File: config.mk
export PLATFORM = sky130hd
export DESIGN_NAME = bpc_temp
export DESIGN_NICKNAME = d
export VERILOG_FILES = /design/src/bpc_pkg.sv /design/src/bpc_temp.sv
export SDC_FILE = /design/constraint.sdc
export NUM_CORES = 2
export LEC_CHECK = 0
export BUFFER_PORTS_ARGS = -buffer_cell sky130_fd_sc_hd__buf_4
export CAP_MARGIN = 15
export CORE_MARGIN = 4
export CORE_UTILIZATION = 47
export CTS_CLUSTER_DIAMETER = 50
export CTS_CLUSTER_SIZE = 25
export DETAILED_ROUTE_END_ITERATION = 16
export GPL_TIMING_DRIVEN = 1
export SYNTH_ARGS = -nofsm -noshare
export SYNTH_HDL_FRONTEND = slang
export SYNTH_SLANG_ARGS = --single-unit
File: constraint.sdc
create_clock -name clock -period 15.5 [get_ports clock]
set_clock_uncertainty 0.05 [all_clocks]
set_input_delay 2.325 -clock clock [delete_from_list [all_inputs] [get_ports clock]]
set_output_delay 2.325 -clock clock [all_outputs]
set_load 0.05 [all_outputs]
File: src/bpc_pkg.sv
`timescale 1ns / 1ps
// ----------------------------------------------------------------------------
// bpc_pkg
// Shared types, constants and the divider step for the pressure compensation.
// ----------------------------------------------------------------------------
package bpc_pkg;

   // compensation constants
   localparam int unsigned FINE_OFFSET = 128000;
   localparam int unsigned PRESS_FULL  = 1048576;
   localparam int unsigned PRESS_SCALE = 3125;
   localparam int unsigned ONE_SHIFT   = 47;
   localparam int unsigned P1_SHIFT    = 33;
   localparam int unsigned TEMP_ROUND  = 128;

   // register file
   localparam int unsigned REG_COUNT   = 4;
   localparam int unsigned REG_WIDTH   = 48;
   localparam int unsigned CSR_ADDR_W  = 5;
   localparam int unsigned CSR_DATA_W  = 64;
   localparam int unsigned REG_SEL_LSB = 3;

   // divider: quotient bits resolved per stage
   localparam int unsigned DIV_STEPS   = 2;
   localparam int unsigned DIV_STAGES  = 64 / DIV_STEPS;

   typedef enum logic [1:0] {
      REG_TEMP    = 2'd0,
      REG_PRESS_A = 2'd1,
      REG_PRESS_B = 2'd2,
      REG_PRESS_C = 2'd3
   } reg_index_type;

   typedef struct packed {
      logic [19:0] raw_temperature;
      logic [19:0] raw_pressure;
   } req_type;

   typedef struct packed {
      logic [31:0]        pressure_q24_8;
      logic signed [31:0] temperature_centi;
      logic               pressure_valid;
   } rsp_type;

   typedef struct packed {
      logic [15:0]        t1;
      logic signed [15:0] t2;
      logic signed [15:0] t3;
      logic [15:0]        p1;
      logic signed [15:0] p2;
      logic signed [15:0] p3;
      logic signed [15:0] p4;
      logic signed [15:0] p5;
      logic signed [15:0] p6;
      logic signed [15:0] p7;
      logic signed [15:0] p8;
      logic signed [15:0] p9;
   } coef_type;

   // per-item control that rides along the pipeline
   typedef struct packed {
      logic               valid;
      logic               nonzero;
      logic signed [31:0] temp;
   } tag_type;

   typedef struct packed {
      logic               valid;
      logic signed [23:0] fine;
      logic [19:0]        raw_pressure;
   } fine_type;

   typedef struct packed {
      tag_type            tag;
      logic [63:0]        num;
      logic signed [30:0] den;
   } num_type;

   typedef struct packed {
      tag_type     tag;
      logic [63:0] mag;
      logic        neg;
   } quot_type;

   typedef struct packed {
      logic [31:0] rem;
      logic [63:0] work;
   } div_acc_type;

   typedef struct packed {
      tag_type     tag;
      div_acc_type acc;
      logic [30:0] divisor;
      logic        neg;
   } div_pipe_type;

   // one restoring division step: dividend bits leave the top of work,
   // quotient bits enter at the bottom
   function automatic div_acc_type div_step(div_acc_type acc, logic [30:0] divisor);
      logic [31:0] trial;
      div_acc_type nxt;
      trial    = {acc.rem[30:0], acc.work[63]};
      nxt.work = {acc.work[62:0], 1'b0};
      if (trial >= {1'b0, divisor}) begin
         nxt.rem     = trial - {1'b0, divisor};
         nxt.work[0] = 1'b1;
      end else begin
         nxt.rem = trial;
      end
      return nxt;
   endfunction

endpackage

File: src/bpc_temp.sv
`timescale 1ns / 1ps
// ----------------------------------------------------------------------------
// bpc_temp
// Three-stage fine temperature pipeline.
// ----------------------------------------------------------------------------
module bpc_temp (
   input  logic              clock,
   input  logic              reset,
   input  logic              advance,
   input  logic              in_valid,
   input  bpc_pkg::req_type  in_item,
   input  bpc_pkg::coef_type coef,
   output bpc_pkg::fine_type out_fine
);
   import bpc_pkg::*;

   logic signed [19:0] d1;
   logic signed [19:0] d2;
   logic signed [35:0] m1_in, m1_ff;
   logic signed [39:0] m2_in, m2_ff;
   logic signed [24:0] a_in, a_ff;
   logic signed [43:0] m3_in, m3_ff;
   logic [27:0]        b0;
   logic [31:0]        fine_sum;
   logic [19:0]        press1_ff, press2_ff;
   logic               valid1_ff, valid2_ff;
   fine_type           fine_in, fine_ff;

   // stage 1
   assign d1    = $signed({3'b000, in_item.raw_temperature[19:3]})
                - $signed({3'b000, coef.t1, 1'b0});
   assign d2    = $signed({4'b0000, in_item.raw_temperature[19:4]})
                - $signed({4'b0000, coef.t1});
   assign m1_in = d1 * coef.t2;
   assign m2_in = d2 * d2;

   // stage 2
   assign a_in  = m1_ff[35:11];
   assign b0    = m2_ff[39:12];
   assign m3_in = $signed({1'b0, b0}) * coef.t3;

   // stage 3
   assign fine_sum = {{7{a_ff[24]}}, a_ff} + {{2{m3_ff[43]}}, m3_ff[43:14]};
   always_comb begin
      fine_in.valid        = valid2_ff;
      fine_in.fine         = fine_sum[23:0];
      fine_in.raw_pressure = press2_ff;
   end

   always_ff @(posedge clock) begin
      if (reset) begin
         valid1_ff     <= 1'b0;
         valid2_ff     <= 1'b0;
         fine_ff.valid <= 1'b0;
      end else if (advance) begin
         valid1_ff     <= in_valid;
         valid2_ff     <= valid1_ff;
         fine_ff.valid <= fine_in.valid;
      end
      if (advance) begin
         m1_ff                <= m1_in;
         m2_ff                <= m2_in;
         press1_ff            <= in_item.raw_pressure;
         a_ff                 <= a_in;
         m3_ff                <= m3_in;
         press2_ff            <= press1_ff;
         fine_ff.fine         <= fine_in.fine;
         fine_ff.raw_pressure <= fine_in.raw_pressure;
      end
   end

   assign out_fine = fine_ff;

endmodule

[Word level (Yosys, flattened, before mapping)]
Index checks and enable logic that the tools add are counted.
Cells by class
  add/sub/neg operators: 3
  $mul: 3
Operator list (count)
  multiplier 29 x 16 -> 38 bit: 1
  multiplier 17 x 17 -> 34 bit: 1
  multiplier 18 x 16 -> 34 bit: 1
  adder 23 x 24 -> 24 bit: 1
  subtractor 17 x 17 -> 18 bit: 1
  subtractor 16 x 16 -> 17 bit: 1
Storage, ports and cells
  bits in registers: 222
  input port bits: 236
  output and inout bits: 45

[Depth between registers and ports, before layout]
  depth in word-level cells: 2
  mapped depth: 35
  mapped depth without buffers: 34

[Least setup slack after synthesis]
Ideal clock, no wire load.
  kind: input -> register
  start: in in_item[24] (netlist bit)
  end: reg, netlist name m1_ff[33]
  cell stages on the path: 33
  data arrival time: 9.842 ns
  path slack: 5.348 ns
  buffers on the path: 2
  path through: inv_1 -> ha_1 -> fa_1 -> and2b_1 -> o21ai_0 -> a21boi_1 -> o211ai_1 -> o211ai_1 -> a31oi_1 -> o21a_1 -> clkbuf_1 -> clkbuf_1 -> nand2_1 -> inv_1 -> fa_1 -> inv_1 -> fa_1 -> fa_1 -> fa_1 -> inv_1 -> fa_1 -> inv_1 -> fa_1 -> inv_1 -> ha_1 -> and3_1 -> a22o_1 -> a21bo_2 -> a41o_1 -> a31oi_1 -> o211ai_1 -> a21oi_1 -> xnor2_1
On the way
  cells in the longest elaborated chain, start to end: 2
RTL lines
  start, declared: RTL line bpc_temp.sv:11  | input bpc_pkg::req_type in_item,
  subtractor 17 x 17 -> 18 bit: RTL line bpc_temp.sv:31  | - $signed({3'b000, coef.t1, 1'b0});
  multiplier 18 x 16 -> 34 bit: RTL line bpc_temp.sv:34  | assign m1_in = d1 * coef.t2;
  named net m1_in[33]: RTL line bpc_temp.sv:19  | logic signed [35:0] m1_in, m1_ff;
The timed path passes the listed nets, and every way through them passes these cells.
A chain may end at the register's enable or synchronous reset.

[Worst setup path after layout]
  start: in in_item[24] (netlist bit)
  end: reg m2_ff[38], data pin
On the way
  cells in the longest elaborated chain, start to end: 2
RTL lines
  subtractor 16 x 16 -> 17 bit: RTL line bpc_temp.sv:33  | - $signed({4'b0000, coef.t1});
  multiplier 17 x 17 -> 34 bit: RTL line bpc_temp.sv:35  | assign m2_in = d2 * d2;
  named net m2_in[33]: RTL line bpc_temp.sv:20  | logic signed [39:0] m2_in, m2_ff;
  end signal, assigned: RTL line bpc_temp.sv:62  | m2_ff <= m2_in;
  end, declared: RTL line bpc_temp.sv:20
The timed path passes the listed nets, and every way through them passes these cells.

==> impl_metrics.toml <==
[worst_setup_path]
rrSetupSlack_ns = 8.21
worst-path-buf-inv = 4
r2r_end = "m3_ff[30]"
timing.critical_path.max_delay_family = "adder cells"
cp_max_fo = 20
critical_path.max_stage_delay_ns = 0.94
critical_path_required_ns = 15.63
r2r_cells = 22
worstSetupPathType = "in -> reg"
critPathMostFrequentCell = "fa_1"
startpoint_type = "input pin"
r2r_start = "m2_ff[22]"
endpoint_kind = "flip-flop"
cp.arrival_ns = 11.01
slowest_stage = "fa_1"

[timing]
fmax_mhz = 91.91
setup_viol = 0
fin_crit_ns = 10.88
max_slew_margin_pct = 31.86
drv_slew = 0
tightest_slew_ns = 1.022
hold_viol_final = 0
post-route-period-util_pct = 70.20
rsz0062_at_grt = "false"
tns_ns = 0

[status]
status = "finished, final reports clean"

[floorplanning]
pin_count = 281
start_util_pct = 47.37
core-area_sq_um = 82110
die_y_um = 295.7
die_x_um = 295.7
dieArea_sq_um = 87420
fp-row-count = 105

[yosys]
synthArstFlopShare_pct = 0
yosys_warnings = 0
syn_nets = 5367
ys_seq_elements = 179
synth_flop_cell = "edfxtp_1"
synth_top_area_share_pct = 45.81
synth_cell_types = 66
seq_area_frac_synth_pct = 13.74
synth.largest_area_cell = "fa_1"
synth_edf_count = 176
avgSynthCellArea_sq_um = 9.899
synth_cells = 3929
synth_area_sq_um = 38890
synth_area_leaders = "fa_1 46%, edfxtp_1 14%, inv_1 10%, ha_1 10%, nand2_1 4.7%"

[finish]
drive_gt1_share_pct = 5.449
area.growth.synth_to_final_pct = 7.052
nets = 5426
nFillCells = 7606
diodes = 0
layout_commonest_cell = "inv_1"
layout_common_cells = "1050 x inv_1, 890 x fa_1, 491 x nand2_1, 312 x ha_1, 221 x and2_1"

[grt]
antenna_found_initial = 1
grt_pass1_vias = 27260
grt_pass1_wl_um = 146500
grt_overflow = 0
grt_max_degree = 100
grt.total_usage_pct = 21.39

[run]
maxCapViolations = 0

[min_path]
hold_depth = 0
holdCritStartpoint = "press2_ff[10]"
hold_path_class = "reg -> reg"
min_to = "out_fine[10]"

[clock_network]
cts_resized = 0
clk_path_buf_depth = 2
cts_setup_buffers = 0
ctsHoldBuffers = 0
clk_latency_ns = 0.44
htreeDepth = 4
cts_tree = "done"
clock-root-buffer = "clkbuf_16"
cts.sinks = 179
numCtsBuffers = 17
clk_pin_slew_ns = 0.07

[placement]
place.gp.congestion = 0.8696
dp_hpwl_um = 71200
io_buffers = 133

[route]
drtIter0Drc = 1252
antenna_left = 0
vias_per_cell = 4.998
routed-via-count = 25340
post_drt_wl_per_cell_um = 17.57
finalWirelength_um = 89100
drt_first_pass_iters = 7
drc = 0
-- worst register-to-register path: cells and delay by family, from the launching register on --
kind,cells,cell delay [ns]
flip-flops,1,0.85
XOR/XNOR,1,0.17
adder cells (fa/ha/maj),7,3.35
AO/OA/AOI/OAI,3,1.37
AND/OR/NAND/NOR,6,0.95
buffers and inverters,5,0.27
-- routing by layer --
layer | vias to the layer above | wire, um | GRT usage (%)
met5 | - | 0 | 0
met4 | 0 | 1402 | 4.007
met3 | 69 | 4860 | 2.599
met2 | 581 | 43120 | 36.52
met1 | 13020 | 39710 | 29.94
li1 | 11680 | - | -
-- final cells by class --
type | instances | area, sq um | area share [%]
clock buffer | 19 | 432.9 | 1.040
clock inverter | 13 | 170.2 | 0.4087
inverter | 1056 | 3964 | 9.520
multi-input combinational | 2572 | 29170 | 70.05
sequential | 179 | 5345 | 12.84
tap | 1070 | 1339 | 3.215
timing repair buffer | 162 | 1220 | 2.930
-- synth_stat cells, drive strengths merged (6+ instances only) --
| cell | count |
|---|---|
| a21o | 35 |
| nand3 | 21 |
| or3 | 6 |
| nand2 | 491 |
| and3 | 8 |
| o21a | 17 |
| ha | 312 |
| xor2 | 36 |
| a21boi | 6 |
| o21bai | 8 |
| o21ai | 46 |
| inv | 1052 |
| fa | 890 |
| nor2b | 26 |
| a31oi | 11 |
| and2 | 221 |
| edfxtp | 176 |
| nand4 | 8 |
| clkbuf | 119 |
| nor2 | 142 |
| xnor2 | 98 |
| a21oi | 67 |
| o211ai | 11 |
| nand2b | 42 |
| nor3 | 15 |
| a211oi | 10 |
-- through the flow --
| step | instances | area, sq um | hold WS [ns] | setup slack [ns] | utilization, % |
|---|---|---|---|---|---|
| 5_1_grt | 5071 | 41640 | 0.3740 | 4.002 | 50.71 |
| 2_1_floorplan | 3929 | 38890 | 0.3503 | 5.348 | - |
| 6_report | 5071 | 41640 | 0.3653 | 4.620 | 50.71 |
| 3_5_place_dp | 5039 | 41030 | 0.3545 | 4.105 | 49.97 |
| 3_3_place_gp | 5039 | 41030 | 0.3505 | 4.139 | 49.97 |
| 4_1_cts | 5071 | 41640 | 0.3681 | 4.588 | 50.71 |
-- sequential cells by signal (all words and copies together) (netlist names) --
signal and count:
out_fine 45, m3_ff 24, a_ff 23, m1_ff 23, m2_ff 22, press1_ff 20
press2_ff 20, valid1_ff 1, valid2_ff 1
-- how the worst max path moves through the flow --
stage	from	end	cells past startpoint
global placement	in_item[24]	m2_ff[38]	28
detailed placement	in_item[24]	m2_ff[38]	28
finish	in_item[24]	m2_ff[38]	28
CTS	in_item[24]	m2_ff[38]	28
floorplan	in_item[24]	m1_ff[33]	33
global route	in_item[24]	m2_ff[38]	28
-- cells by family after synthesis --
| logic type | synth area share [%] |
|---|---|
| and+or+nand+nor | 11.82 |
| DFF | 13.74 |
| adders and majority gates | 55.85 |
| buffers and inverters | 11.37 |
| xor gates and xnor gates | 3.056 |
| muxes | 0.07721 |
| AOI/OAI and AO/OA | 4.086 |
Power is not shown: default switching activity piles up to over one toggle a cycle in this logic, so the estimate is an artifact.
